<file path="src/rtl/core/cfr_pkg.sv">
`timescale 1ns / 1ps
// ----------------------------------------------------------------------------
// cfr_pkg
// Shared types, constants and the crc helper for the command frame receiver.
// ----------------------------------------------------------------------------
package cfr_pkg;

    localparam int CHANNELS_DEF = 8;

    localparam logic [15:0] CRC_INIT = 16'hFFFF;
    localparam logic [15:0] CRC_POLY = 16'h1021;

    localparam logic [5:0] POS_MAX    = 6'd63;
    localparam logic [5:0] POS_FIRST_OFFSET = 6'd16;

    typedef enum logic [1:0] {
        REG_HEAD    = 2'd0,
        REG_TYPE    = 2'd1,
        REG_VERSION = 2'd2,
        REG_FLAGS   = 2'd3
    } cfr_reg_index_t;

    typedef enum logic [1:0] {
        ST_RECV,
        ST_FETCH,
        ST_LOAD
    } cfr_state_t;

    typedef struct packed {
        logic [7:0] data_byte;
        logic       frame_end;
    } cfr_in_t;

    typedef struct packed {
        logic               accepted;
        logic [7:0]         flag_bits;
        logic [31:0]        boot_ident;
        logic [31:0]        session_ident;
        logic [31:0]        sequence_number;
        logic [3:0]         channel_index;
        logic signed [15:0] channel_offset;
        logic               last_result;
    } cfr_out_t;

    // msb-first ccitt update over one byte
    function automatic logic [15:0] crc_absorb(input logic [15:0] crc_in,
                                               input logic [7:0] data);
        logic [15:0] crc;
        crc = crc_in ^ {data, 8'h00};
        for (int k = 0; k < 8; k++) begin
            if (crc[15]) begin
                crc = {crc[14:0], 1'b0} ^ CRC_POLY;
            end else begin
                crc = {crc[14:0], 1'b0};
            end
        end
        return crc;
    endfunction

endpackage

</file>
<file path="src/rtl/core/cfr_offset_ram.sv">
`timescale 1ns / 1ps
// ----------------------------------------------------------------------------
// cfr_offset_ram
// Channel offset store: one write port, one read port, registered read data.
// ----------------------------------------------------------------------------
module cfr_offset_ram #(
    parameter int DEPTH  = cfr_pkg::CHANNELS_DEF,
    parameter int ADDR_W = 3
) (
    input  logic              aclk,
    input  logic              wr_en,
    input  logic [ADDR_W-1:0] wr_addr,
    input  logic [15:0]       wr_data,
    input  logic [ADDR_W-1:0] rd_addr,
    output logic [15:0]       rd_data
);

    logic [15:0] mem [DEPTH];
    logic [15:0] rd_data_reg;

    always_ff @(posedge aclk) begin
        if (wr_en) begin
            mem[wr_addr] <= wr_data;
        end
    end

    always_ff @(posedge aclk) begin
        rd_data_reg <= mem[rd_addr];
    end

    assign rd_data = rd_data_reg;

endmodule

</file>
<file path="src/rtl/core/command_frame_receiver.sv">
`timescale 1ns / 1ps
// ----------------------------------------------------------------------------
// command_frame_receiver
// Parses crc-checked command frames into per-channel words or a reject word.
// ----------------------------------------------------------------------------
// Usage:
//   s_* takes one frame byte per word, frame_end set on the final byte.
//   Bytes are taken one per cycle while collecting and the output is free.
//   cfg_* writes the head, type, version and flag mask registers; write
//   only while no frame is in progress and no result is outstanding.
//   m_* delivers results through a single output register. A rejected
//   frame gives one word with accepted low, loaded in the cycle after the
//   final byte. An accepted frame gives CHANNELS words; the offset ram is
//   read one entry at a time, each through a fetch state (ram read) and a
//   load state into the output register, which waits while that register
//   is still full and m_ready is low. s_ready is low while these words are
//   produced, and also while a finished word waits in the output register
//   and m_ready is low.
//   Reset clears the byte counter, crc, registers and the output valid;
//   the offset ram is not cleared, an accepted frame always refills it.
// ----------------------------------------------------------------------------
module command_frame_receiver #(
    parameter int CHANNELS = cfr_pkg::CHANNELS_DEF
) (
    input  logic              aclk,
    input  logic              aresetn,

    input  logic              s_valid,
    output logic              s_ready,
    input  cfr_pkg::cfr_in_t  s_data,

    output logic              m_valid,
    input  logic              m_ready,
    output cfr_pkg::cfr_out_t m_data,

    input  logic              cfg_wr_en,
    input  logic [1:0]        cfg_index,
    input  logic [7:0]        cfg_wr_data
);

    localparam int IDX_W = (CHANNELS > 1) ? $clog2(CHANNELS) : 1;
    localparam logic [5:0] FRAME_LEN = 6'(18 + 2 * CHANNELS);
    localparam logic [4:0] CH_LIMIT = 5'(CHANNELS);
    localparam logic [IDX_W-1:0] IDX_LAST = IDX_W'(CHANNELS - 1);

    // configuration registers
    logic [7:0] head_reg, type_reg, version_reg, mask_reg;

    // frame state
    cfr_pkg::cfr_state_t state_reg, state_next;
    logic [5:0]  pos_reg, pos_next;
    logic [15:0] crc_reg, crc_next;
    logic [7:0]  tb0_reg, tb1_reg;
    logic        hdr_good_reg, hdr_good_next;
    logic [7:0]  flags_reg;
    logic [31:0] boot_reg, session_reg, seq_reg;
    logic [7:0]  low_hold_reg;
    logic [IDX_W-1:0] drain_idx_reg;

    // output register
    logic              m_valid_reg;
    cfr_pkg::cfr_out_t m_data_reg, out_data;

    logic        in_acc, out_free, out_load, frame_ok, drain_last;
    logic [7:0]  b;
    logic [5:0]  off;
    logic [4:0]  ch;
    logic        ram_we;
    logic [15:0] ram_rdata;
    logic [15:0] rx_crc;

    assign b          = s_data.data_byte;
    assign in_acc     = s_valid && s_ready;
    assign out_free   = !m_valid_reg || m_ready;
    assign drain_last = (drain_idx_reg == IDX_LAST);
    assign off        = pos_reg - cfr_pkg::POS_FIRST_OFFSET;
    assign ch         = off[5:1];
    assign ram_we     = in_acc && (pos_reg >= cfr_pkg::POS_FIRST_OFFSET)
                        && (ch < CH_LIMIT) && off[0];

    // per-byte datapath
    always_comb begin
        pos_next = (pos_reg < cfr_pkg::POS_MAX) ? pos_reg + 6'd1 : pos_reg;
        crc_next = (pos_reg >= 6'd2) ? cfr_pkg::crc_absorb(crc_reg, tb0_reg) : crc_reg;
        hdr_good_next = hdr_good_reg;
        case (pos_reg)
            6'd0: if (b != head_reg) hdr_good_next = 1'b0;
            6'd1: if (b != type_reg) hdr_good_next = 1'b0;
            6'd2: if (b != version_reg) hdr_good_next = 1'b0;
            6'd3: if ((b & ~mask_reg) != 8'h00) hdr_good_next = 1'b0;
            default: hdr_good_next = hdr_good_reg;
        endcase
        // expected crc sits in the last two bytes, low byte first
        rx_crc   = {b, tb1_reg};
        frame_ok = (pos_next == FRAME_LEN) && hdr_good_next && (rx_crc == crc_next);
    end

    // next state
    always_comb begin
        state_next = state_reg;
        unique case (state_reg)
            cfr_pkg::ST_RECV: begin
                if (in_acc && s_data.frame_end && frame_ok) state_next = cfr_pkg::ST_FETCH;
            end
            cfr_pkg::ST_FETCH: state_next = cfr_pkg::ST_LOAD;
            cfr_pkg::ST_LOAD: begin
                if (out_free) begin
                    state_next = drain_last ? cfr_pkg::ST_RECV : cfr_pkg::ST_FETCH;
                end
            end
            default: state_next = cfr_pkg::ST_RECV;
        endcase
    end

    // outputs of the state machine
    always_comb begin
        s_ready  = 1'b0;
        out_load = 1'b0;
        out_data = '0;
        unique case (state_reg)
            cfr_pkg::ST_RECV: begin
                s_ready = out_free;
                // reject word
                out_load = in_acc && s_data.frame_end && !frame_ok;
                out_data.last_result = 1'b1;
            end
            cfr_pkg::ST_FETCH: begin
                out_load = 1'b0;
            end
            cfr_pkg::ST_LOAD: begin
                out_load                 = out_free;
                out_data.accepted        = 1'b1;
                out_data.flag_bits       = flags_reg;
                out_data.boot_ident      = boot_reg;
                out_data.session_ident   = session_reg;
                out_data.sequence_number = seq_reg;
                out_data.channel_index   = 4'(drain_idx_reg);
                out_data.channel_offset  = ram_rdata;
                out_data.last_result     = drain_last;
            end
            default: out_load = 1'b0;
        endcase
    end

    always_ff @(posedge aclk) begin
        if (!aresetn) begin
            head_reg    <= 8'h00;
            type_reg    <= 8'h00;
            version_reg <= 8'h00;
            mask_reg    <= 8'h01;
        end else if (cfg_wr_en) begin
            unique case (cfr_pkg::cfr_reg_index_t'(cfg_index))
                cfr_pkg::REG_HEAD:    head_reg    <= cfg_wr_data;
                cfr_pkg::REG_TYPE:    type_reg    <= cfg_wr_data;
                cfr_pkg::REG_VERSION: version_reg <= cfg_wr_data;
                cfr_pkg::REG_FLAGS:   mask_reg    <= cfg_wr_data;
                default:              mask_reg    <= mask_reg;
            endcase
        end
    end

    always_ff @(posedge aclk) begin
        if (!aresetn) begin
            state_reg     <= cfr_pkg::ST_RECV;
            pos_reg       <= 6'd0;
            crc_reg       <= cfr_pkg::CRC_INIT;
            tb0_reg       <= 8'h00;
            tb1_reg       <= 8'h00;
            hdr_good_reg  <= 1'b1;
            drain_idx_reg <= '0;
            m_valid_reg   <= 1'b0;
        end else begin
            state_reg <= state_next;
            if (in_acc) begin
                if (s_data.frame_end) begin
                    pos_reg      <= 6'd0;
                    crc_reg      <= cfr_pkg::CRC_INIT;
                    tb0_reg      <= 8'h00;
                    tb1_reg      <= 8'h00;
                    hdr_good_reg <= 1'b1;
                end else begin
                    pos_reg      <= pos_next;
                    crc_reg      <= crc_next;
                    tb0_reg      <= tb1_reg;
                    tb1_reg      <= b;
                    hdr_good_reg <= hdr_good_next;
                end
            end
            if (state_reg == cfr_pkg::ST_RECV) begin
                drain_idx_reg <= '0;
            end else if (state_reg == cfr_pkg::ST_LOAD && out_free) begin
                drain_idx_reg <= drain_idx_reg + IDX_W'(1);
            end
            if (out_load) begin
                m_valid_reg <= 1'b1;
            end else if (m_ready) begin
                m_valid_reg <= 1'b0;
            end
        end
    end

    // held header fields, little-endian
    always_ff @(posedge aclk) begin
        if (in_acc) begin
            if (pos_reg == 6'd3) flags_reg <= b;
            unique case (pos_reg[5:2])
                4'd1: boot_reg[pos_reg[1:0]*8 +: 8]    <= b;
                4'd2: session_reg[pos_reg[1:0]*8 +: 8] <= b;
                4'd3: seq_reg[pos_reg[1:0]*8 +: 8]     <= b;
                default: ;
            endcase
            if (!off[0]) low_hold_reg <= b;
        end
        if (out_load) begin
            m_data_reg <= out_data;
        end
    end

    cfr_offset_ram #(
        .DEPTH  (CHANNELS),
        .ADDR_W (IDX_W)
    ) u_offset_ram (
        .aclk    (aclk),
        .wr_en   (ram_we),
        .wr_addr (ch[IDX_W-1:0]),
        .wr_data ({b, low_hold_reg}),
        .rd_addr (drain_idx_reg),
        .rd_data (ram_rdata)
    );

    assign m_valid = m_valid_reg;
    assign m_data  = m_data_reg;

    // the ram is only written while bytes are collected
    a_no_write_in_drain: assert property (@(posedge aclk) disable iff (!aresetn)
        (state_reg != cfr_pkg::ST_RECV) |-> !ram_we)
        else $error("offset ram written while results are produced");

    a_restart_after_end: assert property (@(posedge aclk) disable iff (!aresetn)
        (in_acc && s_data.frame_end) |=> (pos_reg == 6'd0) && (crc_reg == cfr_pkg::CRC_INIT)
            && hdr_good_reg)
        else $error("frame state not restarted after final byte");

    a_reject_single: assert property (@(posedge aclk) disable iff (!aresetn)
        (m_valid && !m_data.accepted) |-> m_data.last_result && (m_data.channel_index == 4'd0))
        else $error("reject word malformed");

    a_last_back_to_recv: assert property (@(posedge aclk) disable iff (!aresetn)
        (m_valid && m_data.accepted && m_data.last_result) |-> (state_reg == cfr_pkg::ST_RECV))
        else $error("final word shown while still draining");

    a_idx_bound: assert property (@(posedge aclk) disable iff (!aresetn)
        (state_reg != cfr_pkg::ST_RECV) |-> (32'(drain_idx_reg) < CHANNELS))
        else $error("drain index past channel count");

    a_load_only_free: assert property (@(posedge aclk) disable iff (!aresetn)
        out_load |-> out_free)
        else $error("output register overwritten");

endmodule

</file>
<file path="config.mk">
export PLATFORM = sky130hd
export DESIGN_NAME = command_frame_receiver
export DESIGN_NICKNAME = d
export VERILOG_FILES = /design/src/rtl/core/cfr_pkg.sv /design/src/rtl/core/cfr_offset_ram.sv /design/src/rtl/core/command_frame_receiver.sv
export SDC_FILE = /design/constraint.sdc
export NUM_CORES = 1
export LEC_CHECK = 0
export ABC_AREA = 0
export BUFFER_PORTS_ARGS = -buffer_cell sky130_fd_sc_hd__buf_2
export CAP_MARGIN = 10
export CORE_MARGIN = 3
export CORE_UTILIZATION = 45
export CTS_CLUSTER_SIZE = 12
export DETAILED_ROUTE_END_ITERATION = 12
export PLACE_DENSITY = 0.66
export SYNTH_ARGS = -nofsm -noshare
export SYNTH_HDL_FRONTEND = slang
export SYNTH_HIERARCHICAL = 1
export SYNTH_SLANG_ARGS = --single-unit
</file>
<file path="constraint.sdc">
create_clock -name aclk -period 11.5 [get_ports aclk]
set_input_delay 2.875 -clock aclk [delete_from_list [all_inputs] [get_ports aclk]]
set_output_delay 2.875 -clock aclk [all_outputs]
set_load 0.005 [all_outputs]
</file>
# Word-level counts from Yosys, hierarchy flattened
# Memories as Yosys holds them, arrays and structs flattened. A register that Yosys moved wholly into a read port is not among the register bits.
# Cells that the tools add are included.
dict set report word_totals {
  memories 1
  inputBits 24
  mem_bits_rw 128
  elab_cells 133
  regBits 315
}
dict set report classes {
  shift 2
  reduce_logical 29
  mux 35
  n_bitwise 13
  order_cmp 4
  n_addsub 4
  eq_ne 19
}
# memory depth width read_ports rd_ports_with_merged_regs wr line
set memory_table {}
lappend memory_table {u_offset_ram.mem 8 16 1 1 1 cfr_offset_ram.sv:18} ;# logic [15:0] mem [DEPTH];
# cell n
set ops {}
lappend ops {{2-to-1 mux 125 bit} 1}
lappend ops {{2-to-1 mux 13 bit} 8}
lappend ops {{bitwise mux 32 bit} 3}
lappend ops {{negator 5 -> 34 bit} 1}
lappend ops {{variable shift 8 x 34 -> 32 bit, first input constant} 1}
lappend ops {{indexed part select 8 x 34 -> 32 bit} 1}
lappend ops {{2-to-1 mux 16 bit} 2}
lappend ops {{inequality test 8 bit} 3}
lappend ops {{inverter 3 bit} 8}
lappend ops {{AND reduction 2 bit} 10}
lappend ops {{equality test 16 bit} 1}
lappend ops {{2-to-1 mux 8 bit} 2}
lappend ops {{bitwise XOR 16 bit} 1}
lappend ops {{equality test 6 x 2 -> 1 bit, second input constant} 2}
lappend ops {{2-to-1 mux 6 bit} 2}
lappend ops {{2-to-1 mux 1 bit} 11}
lappend ops {{logical AND 1 bit} 10}
lappend ops {{AND 8 bit} 1}
lappend ops {{equality test 4 x 2 -> 1 bit, second input constant} 2}
lappend ops {{inverter 8 bit} 1}
lappend ops {{nonzero test 8 bit} 1}
lappend ops {{adder 6 x 1 -> 6 bit, second input constant} 1}
lappend ops {{equality test 2 bit, second input constant} 3}
lappend ops {{equality test 6 x 1 -> 1 bit, second input constant} 1}
lappend ops {{22 further kinds} 29}

# Longest topological paths before layout
# Gate-level depths: netlist (run 1).
dict set report depth {
  ltp_word 24
  mapped_depth 10
  ltp_nobuf 8
}

# By module
# The synthesis (run 1) kept the hierarchy.
# module area_each_um2 cells_per_inst seq_area_each_um2 n_inst
set modules_own_cells {}
lappend modules_own_cells {command_frame_receiver 12668.4 923 8658.3 1}
lappend modules_own_cells {cfr_offset_ram 5293.8 214 4164.0 1}

# Worst setup path after synthesis (run 1)
# Ideal clock, no wire load.
dict set report synth_timing {
  path_type {input to register}
  startpoint {in s_data[4] in the netlist's numbering}
  endpoint {reg m_data_reg (netlist bit m_data[0]), enable pin}
  path_stages 7
  setup_ns 0.652
  setup_slack_ns 0.773
  t_arrival_ns 10.075
  path_buffers 1
  required_time_ns 10.848
  cell_sequence {clkbuf_1 xnor2_1 or2_2 o21ai_0 a221oi_1 and4b_1 o22ai_1}
}
dict set report synth_via {
  elab_chain_len 9
  elab_cells_between_ends 16
  classes_between {4 x eq/ne; 6 x mux; 1 x bitwise; 5 x reduce/logical}
}
# element line
set synth_lines {}
lappend synth_lines {{start: declaration} command_frame_receiver.sv:30} ;# input cfr_pkg::cfr_in_t s_data,
lappend synth_lines {{AND 8 bit} command_frame_receiver.sv:90} ;# 6'd3: if ((b & ~mask_reg) != 8'h00) hdr_good_next = 1'b0;
lappend synth_lines {{nonzero test 8 bit} command_frame_receiver.sv:90}
lappend synth_lines {{2-to-1 mux 1 bit} command_frame_receiver.sv:90}
lappend synth_lines {{one-hot mux 1 bit (4 select lines)} command_frame_receiver.sv:86} ;# case (pos_reg)
lappend synth_lines {{logical AND 1 bit} command_frame_receiver.sv:95} ;# frame_ok = (pos_next == FRAME_LEN) && hdr_good_next && (rx_crc == crc_next);
lappend synth_lines {{logical AND 1 bit *} command_frame_receiver.sv:95}
lappend synth_lines {{zero test 1 bit *} command_frame_receiver.sv:124} ;# out_load = in_acc && s_data.frame_end && !frame_ok;
lappend synth_lines {{logical AND 1 bit *} command_frame_receiver.sv:124}
lappend synth_lines {{one-hot mux 1 bit (2 select lines) *} command_frame_receiver.sv:120} ;# unique case (state_reg)
lappend synth_lines {{via out_load} command_frame_receiver.sv:64} ;# logic in_acc, out_free, out_load, frame_ok, drain_last;
lappend synth_lines {{end signal: assignment} command_frame_receiver.sv:215} ;# m_data_reg <= out_data;
lappend synth_lines {{end: declaration} command_frame_receiver.sv:62} ;# cfr_pkg::cfr_out_t m_data_reg, out_data;
# Mark *: on every way through the listed nets, which the timed path passes. The rest lies on a longest branch.
# A chain may end at the register's enable or synchronous reset.

# Worst setup path after layout (run 1)
dict set report layout_timing {
  startpoint {in m_ready}
  endpoint {out s_ready}
}
dict set report layout_via {
  elab_chain_len 2
}
# element line
set layout_lines {}
lappend layout_lines {{start: declaration} command_frame_receiver.sv:33} ;# input logic m_ready,
lappend layout_lines {{logical OR 1 bit} command_frame_receiver.sv:74} ;# assign out_free = !m_valid_reg || m_ready;
lappend layout_lines {{2-to-1 mux 1 bit} command_frame_receiver.sv:120}
lappend layout_lines {{end: declaration} command_frame_receiver.sv:29} ;# output logic s_ready,
# No other way between the ends.

==> results of run 1 <==
routing by layer:
metal  wire [um]  vias up  GRT usage
met3        2345       49    0.03607
met4         780        0    0.04727
li1            -     4474          -
met5           0        -          0
met2       17170      285     0.2739
met1       17240     4803     0.2660
tightest hold or removal path: stages, from the launching register on:
cell and delay [ns]:
dfxtp_1 0.31, o31ai_1 0.06, nand2_1 0.05
final cells by class:
class,instances,area share
Sequential cell,458,0.6214
Multi-Input combinational cell,603,0.2348
Clock buffer,81,0.06675
Timing Repair Buffer,161,0.04038
Tap cell,518,0.03141
Clock inverter,7,0.002728
Inverter,14,0.002546
worst paths after layout:
kind                  endpoint          from
setup / recovery       s_ready       m_ready
hold / removal    hdr_good_reg  hdr_good_reg
setup reg to reg     m_data[3]    pos_reg[0]
hold reg to reg   hdr_good_reg  hdr_good_reg
report_power, final:
part | switching, mW | internal (mW) | leakage, nW
clock network | 0.598 | 0.814 | 0.691
registers | 0.0193 | 1.81 | 4.12
logic | 0.0870 | 0.0510 | 2.61
cell families (layout without fill, tap and decap cells):
group | after synthesis | after routing | synth area share
DFF | 458 | 458 | 0.7138
buffers and inverters | 76 | 263 | 0.01853
adders and majority gates | 9 | 9 | 0.006269
xor gates and xnor gates | 71 | 71 | 0.04040
muxes | 77 | 77 | 0.07251
and+or+nand+nor | 361 | 361 | 0.1149
AOI/OAI and AO/OA | 84 | 84 | 0.03330
other | 1 | 1 | 0.0002088
layout by cell type, fill, tap and decap left out, types with 4 or more instances in the layout:
| master | n |
|---|---|
| edfxtp_1 | 365 |
| and2_1 | 164 |
| buf_2 | 150 |
| dfxtp_1 | 91 |
| nand2_1 | 59 |
| clkbuf_16 | 47 |
| nor2b_1 | 37 |
| xnor2_1 | 37 |
| mux4_1 | 28 |
| mux2i_1 | 27 |
| xor2_1 | 26 |
| clkbuf_1 | 26 |
| nor2_1 | 19 |
| a21boi_0 | 19 |
| mux2_2 | 17 |
| o211ai_1 | 15 |
| a21oi_1 | 14 |
| nor3_1 | 13 |
| nand3b_1 | 13 |
| inv_1 | 12 |
| buf_4 | 11 |
| nor4_1 | 10 |
| o21ai_0 | 9 |
| ha_1 | 9 |
| nand3_1 | 8 |
| nand2b_1 | 7 |
| clkbuf_8 | 7 |
| and3_1 | 6 |
| nand4_1 | 5 |
| nor3b_1 | 5 |
| xnor3_1 | 4 |
| inv_6 | 4 |
| mux4_2 | 4 |
through the flow:
step                  util  setup slack [ns]
floorplan                -            0.7727
detailed placement  0.4923             4.807
finish              0.5291             4.805
global route        0.5291             4.682
CTS                 0.5291             4.799
global placement    0.4923             4.844
==> out/metrics.yaml, run 1 <==
cts_sinks: 458
cts.path.max_buffers: 3
crit_chain: "buf_2, nor2b_1, nor3_1, buf_2"
hpwl_um: 24070
synth_edf_count: 365
place_congestion: 0.8686
async_reset_ff_frac: 0
synth_top_area_share: 0.6102
cpPeakStageDelay_ns: 0.54
finalPower_mw: 3.381
worstMarginPinSlew_ns: 1.208
clk_latency_ns: 0.57
antenna_found_initial: 0
setup_violations: 0
crit_type: "input port to primary output"
firstDrtPassIters: 5
cap_viol_max_count: 0
hold_depth: 2
rsz0062_at_grt: "no"
ys_seq_area_frac: 0.7138
syn_to_final_growth_pct: 14.89
avgSynthCellArea_sq_um: 15.80
syn-cell-area_sq_um: 17960
netlist_top_cells_count: "edfxtp_1, and2_1, dfxtp_1"
yosysWarnings: 6
status: "complete, no violations"
grtUsageTotal: 0.1797
crit_top_cell: "buf_2"
hold-worst-slack_ns: 0.4641
die_y_um: 205.8
grt_pass1_wl_um: 57360
dp_cells: 1754
post_cts_resized: 0
grt_pass1_vias: 9356
place_area_sq_um: 19200
multiInputGateArea_sq_um: 4845
fin_skew_ns: 0.01703
synthTopCellsByArea: "edfxtp_1, dfxtp_1, and2_1, mux4_1, xnor2_1"
rrSetupSlack_ns: 6.76
yosys.area.top_type: "edfxtp_1"
grt.overflow.total: 0
drtAntennaViolNets: 0
finalSetupTns_ns: 0
instances_no_fill: 1842
endpoint_kind: "primary output"
synthDistinctLibCells: 67
cts_made_buffers: 47
diodes: 0
drc: 0
path_depth: 4
p_leak_nw: 7.423
cts_setup_buffers: 0
die_x_um: 205.8
syn_nets: 1170
fin_nets: 1318
slew_viol_final: 0
layout_min_cycle_time_ns: 6.695
ys_ff_latch: 458
vias_per_cell: 5.218
synth.most_common_cell: "edfxtp_1"
ir_worst_vdd_mv: 0.09643
slew_headroom: 0.1949
drtIter0Drc: 750
cts.hold.buffers_added: 0
min_path_type: "flip-flop to flip-flop"
routed_wl_um: 37540
drive_gt1_frac: 0.1979
initial_core_util: 0.4605
largest_reg_flops: 128
cts-root-buf: "clkbuf_16"
period_share: 0.5821
cts_tree: "built"
grt_max_degree: 127
cts_max_level: 2
fmax_mhz: 149.4
crit_required_ns: 8.63
row_count: 72
fill_cells: 3214
wl_per_cell_um: 20.38
p_per_area_nw_per_um2: 163.8
start_kind: "input port"
die_area_sq_um: 42350
regArea_sq_um: 12820
path_clk_slew_ns: 0.06
core-area_sq_um: 39010
port_buffers: 150
cp.arrival_ns: 3.82
worst_r2r_path_depth: 10
synth-main-ff-cell: "edfxtp_1"
synthCells: 1137
cpMaxStageDelayCell: "nor2b_1"
crit_path_max_fanout: 9
pin_count: 152
stdcell_area_sq_um: 20640
hold_viol_final: 0
crit_family: "simple AND/OR/NAND/NOR gates"
path_buf_inv: 2
vias: 9611
No activity file was read; power rests on OpenSTA's default activity.
==> inputs of run 2 (changes only) <==
- PLACE_DENSITY: 0.66 -> 0.68
- clock period: 11.5 -> 5.4 ns (I/O delays scaled with it)
==> out/metrics.yaml, run 2 (synthesis results as in run 1) <==
drc: 0
timing.rr.end: "m_data[36]"
instances_no_fill: 1847
cpPeakStageDelay_ns: 0.83
routed_wl_um: 37480
firstDrtPassIters: 5
rrSetupSlack_ns: 1.33
fin_nets: 1331
cts.path.max_buffers: 3
start_kind: "flip-flop"
use_met3: 0.03275
largest_reg_flops: 128
busiest_layer: "met2"
hold_end: "mask_reg[5]"
cts_tree: "built"
finalSetupTns_ns: 0
antenna_found_initial: 2
ir_worst_vdd_mv: 0.1865
finalPower_mw: 7.057
drive_gt1_frac: 0.1973
hpwl_um: 24230
grt_pass1_vias: 9590
drtIter0Drc: 786
hp-start: "mask_reg[5]"
reg2reg_from: "pos_reg[0]"
vias_per_cell: 5.202
cp.arrival_ns: 4.30
setup_violations: 0
stdcell_area_sq_um: 20670
cts_sinks: 458
layout_min_cycle_time_ns: 4.071
grt.overflow.total: 0
endpoint_kind: "flip-flop"
rsz0062_at_grt: "no"
grtUsageTotal: 0.1773
die_y_um: 205.8
min_path_type: "flip-flop to flip-flop"
p_per_area_nw_per_um2: 341.4
grt_max_degree: 125
dp_cells: 1769
cpMaxStageDelayCell: "o22ai_4"
wl_per_cell_um: 20.29
final_common_cell: "edfxtp_1"
cts-root-buf: "clkbuf_16"
fin_skew_ns: 0.02390
p_leak_nw: 7.450
status: "complete, no violations"
cap_viol_max_count: 0
vias: 9609
grt_use_met1: 0.2540
cts.hold.buffers_added: 0
path_clk_slew_ns: 0.07
die_area_sq_um: 42350
fmax_mhz: 245.7
core-area_sq_um: 39010
initial_core_util: 0.4605
port_buffers: 150
syn_to_final_growth_pct: 15.07
row_count: 72
cts_made_buffers: 45
layout_common_cells: "edfxtp_1, and2_1, buf_2"
hold_viol_final: 0
dp_slack_ns: 1.156
fin_util: 0.5299
drtAntennaViolNets: 0
grt_pass1_wl_um: 57090
crit_chain: "clkinv_1, ha_1, or3_1, mux2_4, o221ai_2, nor4_1, and4b_1, o22ai_4, buf_4"
period_share: 0.7538
crit_type: "flip-flop to flip-flop"
crit_required_ns: 5.63
hold-worst-slack_ns: 0.4693
place_area_sq_um: 19350
cts_max_level: 2
slew_headroom: 0.2479
cts_setup_buffers: 0
worst_r2r_path_depth: 9
crit_path_max_fanout: 21
pin_count: 152
post_cts_resized: 0
die_x_um: 205.8
use_met2: 0.2806
worstMarginPinSlew_ns: 1.128
hold_depth: 2
slew_viol_final: 0
place_congestion: 0.8919
setup_slack_ns: 1.329
clk_latency_ns: 0.55
-- run 2: cell types whose count changed in the layout (fill, tap and decap cells not counted) --
cell        previous run  this run
buf_12                 0         3
buf_4                 11        23
bufinv_16              0         1
clkbuf_4               1         0
clkbuf_8               7         0
clkinv_1               1         2
clkinv_4               1         0
clkinvlp_4             1         0
diode_2                0         1
inv_6                  4         1
nor2_1                19        22
nor2_2                 3         0
-- run 2: final cells by class --
cell class | instances | area, sq um
tap | 518 | 648.1
sequential | 458 | 12820
fill | 3123 | 18340
clock inverter | 4 | 47.55
inverter | 14 | 52.55
antenna | 1 | 2.502
timing repair buffer | 176 | 983.4
clock buffer | 73 | 1274
multi-input combinational | 603 | 4837
-- run 2: report_power, final --
group | total [mW] | leakage (nW) | switching, mW | internal (mW)
clock network | 2.86 | 0.634 | 1.21 | 1.65
registers | 3.89 | 4.12 | 0.0383 | 3.86
logic | 0.304 | 2.70 | 0.187 | 0.117
total | 7.06 | 7.45 | 1.43 | 5.62
-- run 2: layer usage --
metal | routed length (um) | vias up
li1 | - | 4498
met1 | 17000 | 4739
met2 | 17460 | 311
met3 | 2275 | 59
met4 | 728 | 2
met5 | 13 | -
-- run 2: worst max-delay path by stage --
stage                          start          to  slack, ns  cells after the start
final                     pos_reg[0]  m_data[36]       1.33                      9
after global routing      pos_reg[0]  m_data[65]       1.18                      9
after CTS                 pos_reg[0]  m_data[36]       1.38                      9
after detailed placement   s_data[4]  m_data[76]       1.16                      8
after global placement     s_data[4]  m_data[30]       1.21                      8
after floorplan            s_data[4]   m_data[0]       0.42                      7
-- run 2: worst max-delay path: cells and delay by family, from the launching register on --
kind,cells,cell delay (ns)
adders and majority gates,1,0.36
buffers and inverters,2,0.70
muxes,1,0.34
and+or+nand+nor,3,0.82
DFF,1,0.52
AOI/OAI and AO/OA,2,0.98
